**src/rtl/core/dqip_pkg.sv**
```systemverilog
package dqip_pkg;

  localparam logic [7:0] CharNul  = 8'h00;
  localparam logic [7:0] CharZero = 8'h30;
  localparam logic [7:0] CharNine = 8'h39;
  localparam logic [7:0] CharDot  = 8'h2E;

  localparam logic [9:0] OctetMax  = 10'd255;
  localparam logic [1:0] MaxDigits = 2'd3;
  localparam logic [1:0] LastOctet = 2'd3;

  typedef struct packed {
    logic [1:0]  octet_index;
    logic [1:0]  digit_count;
    logic [9:0]  accumulator;
    logic [23:0] octets_done;
    logic        await_end;
  } dqip_state_t;

  typedef struct packed {
    logic        emit;
    logic [31:0] address;
    logic        ok;
  } dqip_result_t;

  localparam dqip_state_t StateReset = '{
    octet_index: 2'd0,
    digit_count: 2'd0,
    accumulator: 10'd0,
    octets_done: 24'd0,
    await_end:   1'b0
  };

endpackage

```
**src/rtl/core/dqip_step.sv**
```systemverilog
module dqip_step import dqip_pkg::*; (
  input  logic [7:0]   char_i,
  input  dqip_state_t  state_i,
  output dqip_state_t  state_o,
  output dqip_result_t result_o
);

  logic        is_nul;
  logic        is_dot;
  logic        is_digit;
  logic [9:0]  acc_times10;
  logic [9:0]  acc_digit;
  logic [1:0]  dc_next;
  logic        finish;
  logic        good;
  logic [9:0]  acc_final;
  dqip_state_t nxt;

  assign is_nul   = (char_i == CharNul);
  assign is_dot   = (char_i == CharDot);
  assign is_digit = (char_i >= CharZero) && (char_i <= CharNine);

  // acc*10 as shift-add, wraps at 10 bits
  assign acc_times10 = {state_i.accumulator[6:0], 3'b000} + {state_i.accumulator[8:0], 1'b0};
  assign acc_digit   = acc_times10 + {6'd0, char_i[3:0]};
  assign dc_next     = state_i.digit_count + 2'd1;

  always_comb begin
    nxt       = state_i;
    finish    = 1'b0;
    good      = 1'b0;
    acc_final = state_i.accumulator;
    if (state_i.await_end) begin
      if (is_nul) begin
        nxt = StateReset;
      end
    end else if (state_i.digit_count < MaxDigits && !is_nul && !is_dot) begin
      if (!is_digit) begin
        finish = 1'b1;
      end else begin
        nxt.accumulator = acc_digit;
        nxt.digit_count = dc_next;
        acc_final       = acc_digit;
        if (dc_next == MaxDigits) begin
          if (acc_digit > OctetMax) begin
            finish = 1'b1;
          end else if (state_i.octet_index == LastOctet) begin
            finish = 1'b1;
            good   = 1'b1;
          end
        end
      end
    end else begin
      // current octet ends on this character
      if (state_i.accumulator > OctetMax) begin
        finish = 1'b1;
      end else if (state_i.octet_index == LastOctet) begin
        finish = 1'b1;
        good   = 1'b1;
      end else if (!is_dot) begin
        finish = 1'b1;
      end else begin
        unique case (state_i.octet_index)
          2'd0:    nxt.octets_done[7:0]   = state_i.octets_done[7:0]
                                            | state_i.accumulator[7:0];
          2'd1:    nxt.octets_done[15:8]  = state_i.octets_done[15:8]
                                            | state_i.accumulator[7:0];
          default: nxt.octets_done[23:16] = state_i.octets_done[23:16]
                                            | state_i.accumulator[7:0];
        endcase
        nxt.octet_index = state_i.octet_index + 2'd1;
        nxt.digit_count = 2'd0;
        nxt.accumulator = 10'd0;
      end
    end

    if (finish) begin
      if (is_nul) begin
        nxt = StateReset;
      end else begin
        nxt.await_end = 1'b1;
      end
    end
  end

  assign state_o          = nxt;
  assign result_o.emit    = finish;
  assign result_o.ok      = good;
  assign result_o.address = good ? {acc_final[7:0], state_i.octets_done} : 32'd0;

endmodule

```
**src/rtl/core/dotted_quad_ipv4_parser.sv**
```systemverilog
// Streaming IPv4 dotted-decimal parser. Feed the string one byte per
// transaction on char_in_i, terminated by a NUL byte. Each string yields
// exactly one result transaction (address_o with the first octet in bits
// 7:0, ok_o set on success, address 0 on failure), issued on the byte
// where the outcome is decided; later bytes are swallowed until the NUL,
// which returns the parser to its reset state. One byte is accepted every
// clock cycle: the per-byte update is a single multiply-by-ten accumulate
// and compare between the parser state registers, and results land in a
// two-entry output queue, so the input only stalls when both entries are
// waiting on the downstream side. A result is registered into the output
// queue when the byte that decides it is accepted.
module dotted_quad_ipv4_parser import dqip_pkg::*; (
  input  logic        clk_i,
  input  logic        rst_ni,
  input  logic        in_valid_i,
  output logic        in_stall_o,
  input  logic [7:0]  char_in_i,
  output logic        out_valid_o,
  input  logic        out_stall_i,
  output logic [31:0] address_o,
  output logic        ok_o
);

  dqip_state_t  state_q, state_d;
  dqip_result_t step_res;
  logic [32:0]  head_q, head_d;
  logic [32:0]  tail_q, tail_d;
  logic [1:0]   cnt_q, cnt_d;
  logic         accept;
  logic         push;
  logic         pop;

  dqip_step u_step (
    .char_i   (char_in_i),
    .state_i  (state_q),
    .state_o  (state_d),
    .result_o (step_res)
  );

  assign in_stall_o = (cnt_q == 2'd2);
  assign accept     = in_valid_i && !in_stall_o;
  assign push       = accept && step_res.emit;
  assign pop        = (cnt_q != 2'd0) && !out_stall_i;

  always_comb begin
    head_d = head_q;
    tail_d = tail_q;
    cnt_d  = cnt_q;
    unique case (cnt_q)
      2'd0: begin
        if (push) begin
          head_d = {step_res.address, step_res.ok};
          cnt_d  = 2'd1;
        end
      end
      2'd1: begin
        if (push && pop) begin
          head_d = {step_res.address, step_res.ok};
        end else if (push) begin
          tail_d = {step_res.address, step_res.ok};
          cnt_d  = 2'd2;
        end else if (pop) begin
          cnt_d = 2'd0;
        end
      end
      default: begin
        if (pop) begin
          head_d = tail_q;
          cnt_d  = 2'd1;
        end
      end
    endcase
  end

  always_ff @(posedge clk_i or negedge rst_ni) begin
    if (!rst_ni) begin
      state_q <= StateReset;
      cnt_q   <= 2'd0;
    end else begin
      if (accept) begin
        state_q <= state_d;
      end
      cnt_q <= cnt_d;
    end
  end

  always_ff @(posedge clk_i) begin
    head_q <= head_d;
    tail_q <= tail_d;
  end

  assign out_valid_o = (cnt_q != 2'd0);
  assign address_o   = head_q[32:1];
  assign ok_o        = head_q[0];

endmodule

```
**config.mk**
```make
export PLATFORM = sky130hd
export DESIGN_NAME = dotted_quad_ipv4_parser
export DESIGN_NICKNAME = d
export VERILOG_FILES = /design/src/rtl/core/dqip_pkg.sv /design/src/rtl/core/dqip_step.sv /design/src/rtl/core/dotted_quad_ipv4_parser.sv
export SDC_FILE = /design/constraint.sdc
export NUM_CORES = 1
export LEC_CHECK = 0
export BUFFER_PORTS_ARGS = -buffer_cell sky130_fd_sc_hd__buf_2
export CORE_MARGIN = 2
export CORE_UTILIZATION = 59
export DETAILED_ROUTE_END_ITERATION = 6
export GPL_ROUTABILITY_DRIVEN = 0
export PLACE_DENSITY = 0.81
export SLEW_MARGIN = 20
export SYNTH_ARGS = -nofsm -noshare
export SYNTH_HDL_FRONTEND = slang
export SYNTH_SLANG_ARGS = --single-unit
```
**constraint.sdc**
```tcl
create_clock -name clk_i -period 5.63 [get_ports clk_i]
set_input_delay 0.8445 -clock clk_i [delete_from_list [all_inputs] [get_ports clk_i]]
set_output_delay 0.8445 -clock clk_i [all_outputs]
set_load 0.05 [all_outputs]
```
# Word level (Yosys, flattened, before mapping)
# Index checks and enable logic that the tools add are counted.
[totals]
wordCells = 96
regBits = 107
[classes]
eq_ne = 10
n_reduce_logical = 20
n_mux = 45
add_sub_neg = 4
n_bitwise = 4
order_cmp = 5
[ops]
columns = ["operator", "count"]
rows = [
  ["$mux W38", 5],
  ["$mux W33", 3],
  ["$mux W39", 2],
  ["$pmux W33 S2", 1],
  ["$mux W8", 6],
  ["$mux W32", 1],
  ["$mux W12", 2],
  ["$mux W24", 1],
  ["$or A8 B8 Y8", 3],
  ["$gt A10 B8 Y1 const B", 2],
  ["$mux W1", 17],
  ["$mux W2", 6],
  ["$add A10 B10 Y10", 1],
  ["$add A10 B4 Y10", 1],
  ["$eq A8 B6 Y1 const B", 1],
  ["$ge A8 B6 Y1 const B", 1],
  ["$le A8 B6 Y1 const B", 1],
  ["$logic_not A8 Y1", 1],
  ["$logic_and A1 B1 Y1", 7],
  ["$eq A2 B2 Y1 const B", 3],
  ["$ne A2 B2 Y1 const B", 3],
  ["$reduce_and A3 Y1", 2],
  ["$add A2 B1 Y2 const B", 2],
  ["$eq A2 B1 Y1 const B", 2],
  ["other kinds (10)", 14],
]

# Depth between registers and ports, before layout
[depth]
ltp_word = 12
mapped_depth = 12
mapped_depth_nobuf = 10

# Modules after synthesis
# Synthesis repeated with hierarchy kept, for this count alone.
[unflattened]
hier_cells = 474
area_unflattened_um2 = 5731.7
[modules_own_cells]
columns = ["module", "n_inst", "area_each_um2", "cells_per_inst"]
rows = [
  ["dotted_quad_ipv4_parser", 1, 3996.3, 201],
  ["dqip_step", 1, 1735.4, 273],
]

# Least setup slack after synthesis
# OpenSTA, ideal clock, no wires.
[synth_path]
kind = "input port to flip-flop"
startpoint = "input port char_in_i[3]"
endpoint = "register head_q[0], enable pin"
path_stages = 10
slack_ns = 0.830
arrival_time_ns = 4.366
required_ns = 5.196
setup_time_ns = 0.434
path_cell_list = "inv_1 fa_1 inv_1 ha_1 a211oi_1 or3_1 and3_1 o2111ai_1 a21oi_1 a21oi_1"
[synth_between]
elab_chain_cells = 11
[synth_rtl]
columns = ["item", "line_no", "text"]
rows = [
  ["start, declared", "dotted_quad_ipv4_parser.sv:17", "input logic [7:0] char_in_i,"],
  ["$add A10 B4 Y10", "dqip_step.sv:25", "assign acc_digit = acc_times10 + {6'd0, char_i[3:0]};"],
  ["$gt A10 B8 Y1", "dqip_step.sv:45", "if (acc_digit > OctetMax) begin"],
  ["$mux W1", "dqip_step.sv:45", ""],
  ["$mux W1", "dqip_step.sv:44", "if (dc_next == MaxDigits) begin"],
  ["$mux W1", "dqip_step.sv:38", "if (!is_digit) begin"],
  ["$mux W1 *", "dqip_step.sv:37", "end else if (state_i.digit_count < MaxDigits && !is_nul && !is_dot) begin"],
  ["$mux W1 *", "dqip_step.sv:33", "if (state_i.await_end) begin"],
  ["$logic_and A1 B1 Y1 *", "dotted_quad_ipv4_parser.sv:42", "assign push = accept && step_res.emit;"],
  ["$logic_and A1 B1 Y1", "dotted_quad_ipv4_parser.sv:57", "if (push && pop) begin"],
  ["$ne A2 B2 Y1 (no source line)", "n/a", ""],
  ["$reduce_and A3 Y1 (no source line) *", "n/a", ""],
  ["end signal, assigned", "dotted_quad_ipv4_parser.sv:88", "head_q <= head_d;"],
  ["end, declared", "dotted_quad_ipv4_parser.sv:26", "logic [32:0] head_q, head_d;"],
]
# Mark *: on every way between the ends. The rest lies on a longest branch, timed or not.
# A chain may end at the register's enable or synchronous reset.

# Final worst setup path
[layout_path]
startpoint = "input port char_in_i[3]"
endpoint = "register head_q[10], enable pin"
# Same word-level chain as after synthesis.

==> results.toml <==
[status]
status = "complete, no violations"

[timing]
rsz0062_at_grt = "false"
clock_skew_ns = 0.0133
relSlewSlack_pct = 29.8
setup_ws_ns = 1.65
tightest_slew_ns = 1.05
period_share_pct = 70.8
max_freq_mhz = 251
fin_setup_tns_ns = 0
finalHoldViolations = 0
setup_viol = 0
period_needed_ns = 3.98
finalMaxSlewViolations = 0
hold-worst-slack_ns = 0.501

[yosys]
synth_nets = 508
synthCells = 475
synth_edf_count = 66
avgSynthCellArea_um2 = 10.8
ys_seq_area_share_pct = 58.8
synthTopCellsByCount = "nor2_1 (73), edfxtp_1 (66), nand2_1 (56)"
yosysMostFrequentCell = "nor2_1"
synth_area_leaders = "edfxtp_1 (39%), dfrtp_1 (20%), nor2_1 (5.4%), ha_1 (4.7%), nand2_1 (4.1%)"
ys_ff_latch = 107
synth-async-reset-ratio_pct = 38.3
ys.flop_type = "edfxtp_1"
netlist.area_leader.share_pct = 38.8
yosys_warnings = 0
yosys.area.top_type = "edfxtp_1"
netlist_area_mm2 = 0.00511
yosysUniqueCellTypes = 55

[setup_path]
crit_required_ns = 5.63
crit_buf_inv = 3
slowest_delay_ns = 0.84
critical_path.top_delay_family = "compound AO/OA/AOI/OAI gates"
critPathSlowestCell = "a21oi_4"
worstPathMaxFanout = 33
critical_path_class = "in2reg"
crit_arrival_ns = 3.99
end_kind = "flip-flop"
path_cells = "buf_2 > inv_1 > fa_1 > inv_1 > ha_1 > a211oi_1 > or3_1 > a21oi_1 > o2111ai_1 > a21oi_1 > a21oi_4"
cp-start-kind = "input pin"

[cells_and_area]
num_antenna_cells = 0
nets = 544
drive_gt1_share_pct = 16.3
utilization_pct = 67.4
syn_to_final_growth_pct = 9.42
postLayoutCellArea_mm2 = 0.00559

[die]
die_y_um = 97.1
io_pins = 47
start_util_pct = 61.6
row_count = 33
die_area_mm2 = 0.00942
core_mm2 = 0.00830
die_w_um = 97.1

[route]
vias = 3652
vias_per_cell = 5.88
wl_um = 10400
dr.pass1.iters = 5
drc_errors = 0
drtIter0Drc = 225
wl_per_cell_um = 16.7
final_antenna_net_count = 0

[clocking]
htree_levels = 3
cts_root_buf = "clkbuf_8"
ctsHoldBuffers = 0
clock_path_buffers = 2
clock_sinks = 107
clk_pin_slew_ns = 0.10
cts_setup_buffers = 0
cts_tree = "built"
cts_inserted_buffers = 9
worstSkewPairLatency_ns = 0.38
cts_resized = 0

[global_route]
antenna_found_initial = 0
grt_usage_pct = 22.4
grt_pass1_vias = 3463
grt_max_degree = 70
grt_pass1_wl_um = 17000
grt_overflow = 0

[placed_design]
dpl_cell_area_mm2 = 0.00540
dp_hpwl_um = 7220
port_buffers = 46
preCtsSetupSlack_ns = 1.31

[power_and_ir_drop]
power.density_mw_per_mm2 = 294
sw_frac_of_total_pct = 31.1
p_seq_share_pct = 54.9
pwr-share-comb_pct = 17.5
power.share.clock_pct = 27.6
irDropWorstVdd_mv = 0.152
p_leak_nw = 2.25
p_int_mw = 1.13
power.net_switching_mw = 0.512

[min_path]
hold_class = "reg2reg"

[run]
max_cap_violations = 0
[cell families after synthesis]
| kind of cell | count (synthesis) | share of synthesized area, % |
|---|---|---|
| compound gates | 110 | 14.6 |
| buf+inv | 63 | 5.14 |
| flops | 107 | 58.8 |
| mux | 3 | 0.612 |
| xor+xnor | 5 | 0.857 |
| fa+ha+maj | 21 | 5.43 |
| simple gates | 166 | 14.5 |
[per-layer routing]
metal / GRT usage, % / wire, um / vias up
met2: 35.7 / 5030 / 117
met5: 0 / 0 / -
li1: - / - / 1743
met4: 7.04 / 199 / 0
met1: 31.9 / 4620 / 1774
met3: 3.81 / 547 / 18
[cell type report]
cell class	count	area, um2
repair buffers	49	253
inverters	39	146
well taps	105	131
fillers	611	2710
clock inverters	7	66.3
multi-input cells	305	1860
flip-flops and latches	107	3010
clock buffers	9	124
[placed cells by master (no fill, tap or decap), types with 2 or more instances in the layout]
master and instances:
a211oi_1 2, a21o_1 2, a21oi_1 35, and3_1 7, and4_1 2, buf_2 46
buf_4 3, clkbuf_8 9, dfrtp_1 40, edfxtp_1 66, fa_1 2, ha_1 19
inv_1 38, inv_6 2, mux2i_1 2, nand2_1 56, nor2_1 72, nor2b_1 8
nor3_1 4, nor3_2 2, o211ai_1 2, o21a_1 2, o21ai_0 10, o21ai_1 6
o22ai_1 3, o2bb2ai_1 2, o31ai_1 28, o31ai_2 6, or3_1 3, xnor2_1 3
xor2_1 2
[stage by stage]
step                std cells  total power [mW]
global route              621              1.71
global placement          605              1.19
CTS                       621              1.65
finish                    621              1.65
floorplan                 475              1.13
detailed placement        605              1.20
[final timing paths]
check	start	to	slack [ns]	cells past startpoint
min reg2reg	state_q[23]	state_q[23]	0.50	2
max	char_in_i[3]	head_q[10]	1.65	11
min in group asynchronous	rst_ni	state_q[27]	0.59	1
min	state_q[23]	state_q[23]	0.50	2
max reg2reg	state_q[25]	head_q[10]	1.80	10
max in group asynchronous	rst_ni	cnt_q[1]	4.39	1
[power groups by stage]
stage               logic, mW  clock network [mW]  registers (mW)
finish                  0.288               0.455           0.903
global route            0.314               0.490           0.907
CTS                     0.287               0.461           0.902
detailed placement      0.286                   0           0.919
global placement        0.276                   0           0.917
floorplan               0.177                   0           0.949
[state kept, by name, indices dropped and copies added (netlist names)]
register  flops
state_q      39
cnt_q         2
head_q       33
tail_q       33
[tightest hold or removal path: stages (launching register included)]
cell and delay (ns):
dfrtp_1 0.36, a21oi_1 0.04, nor2_1 0.07
Power figures use the tool's default switching activity.
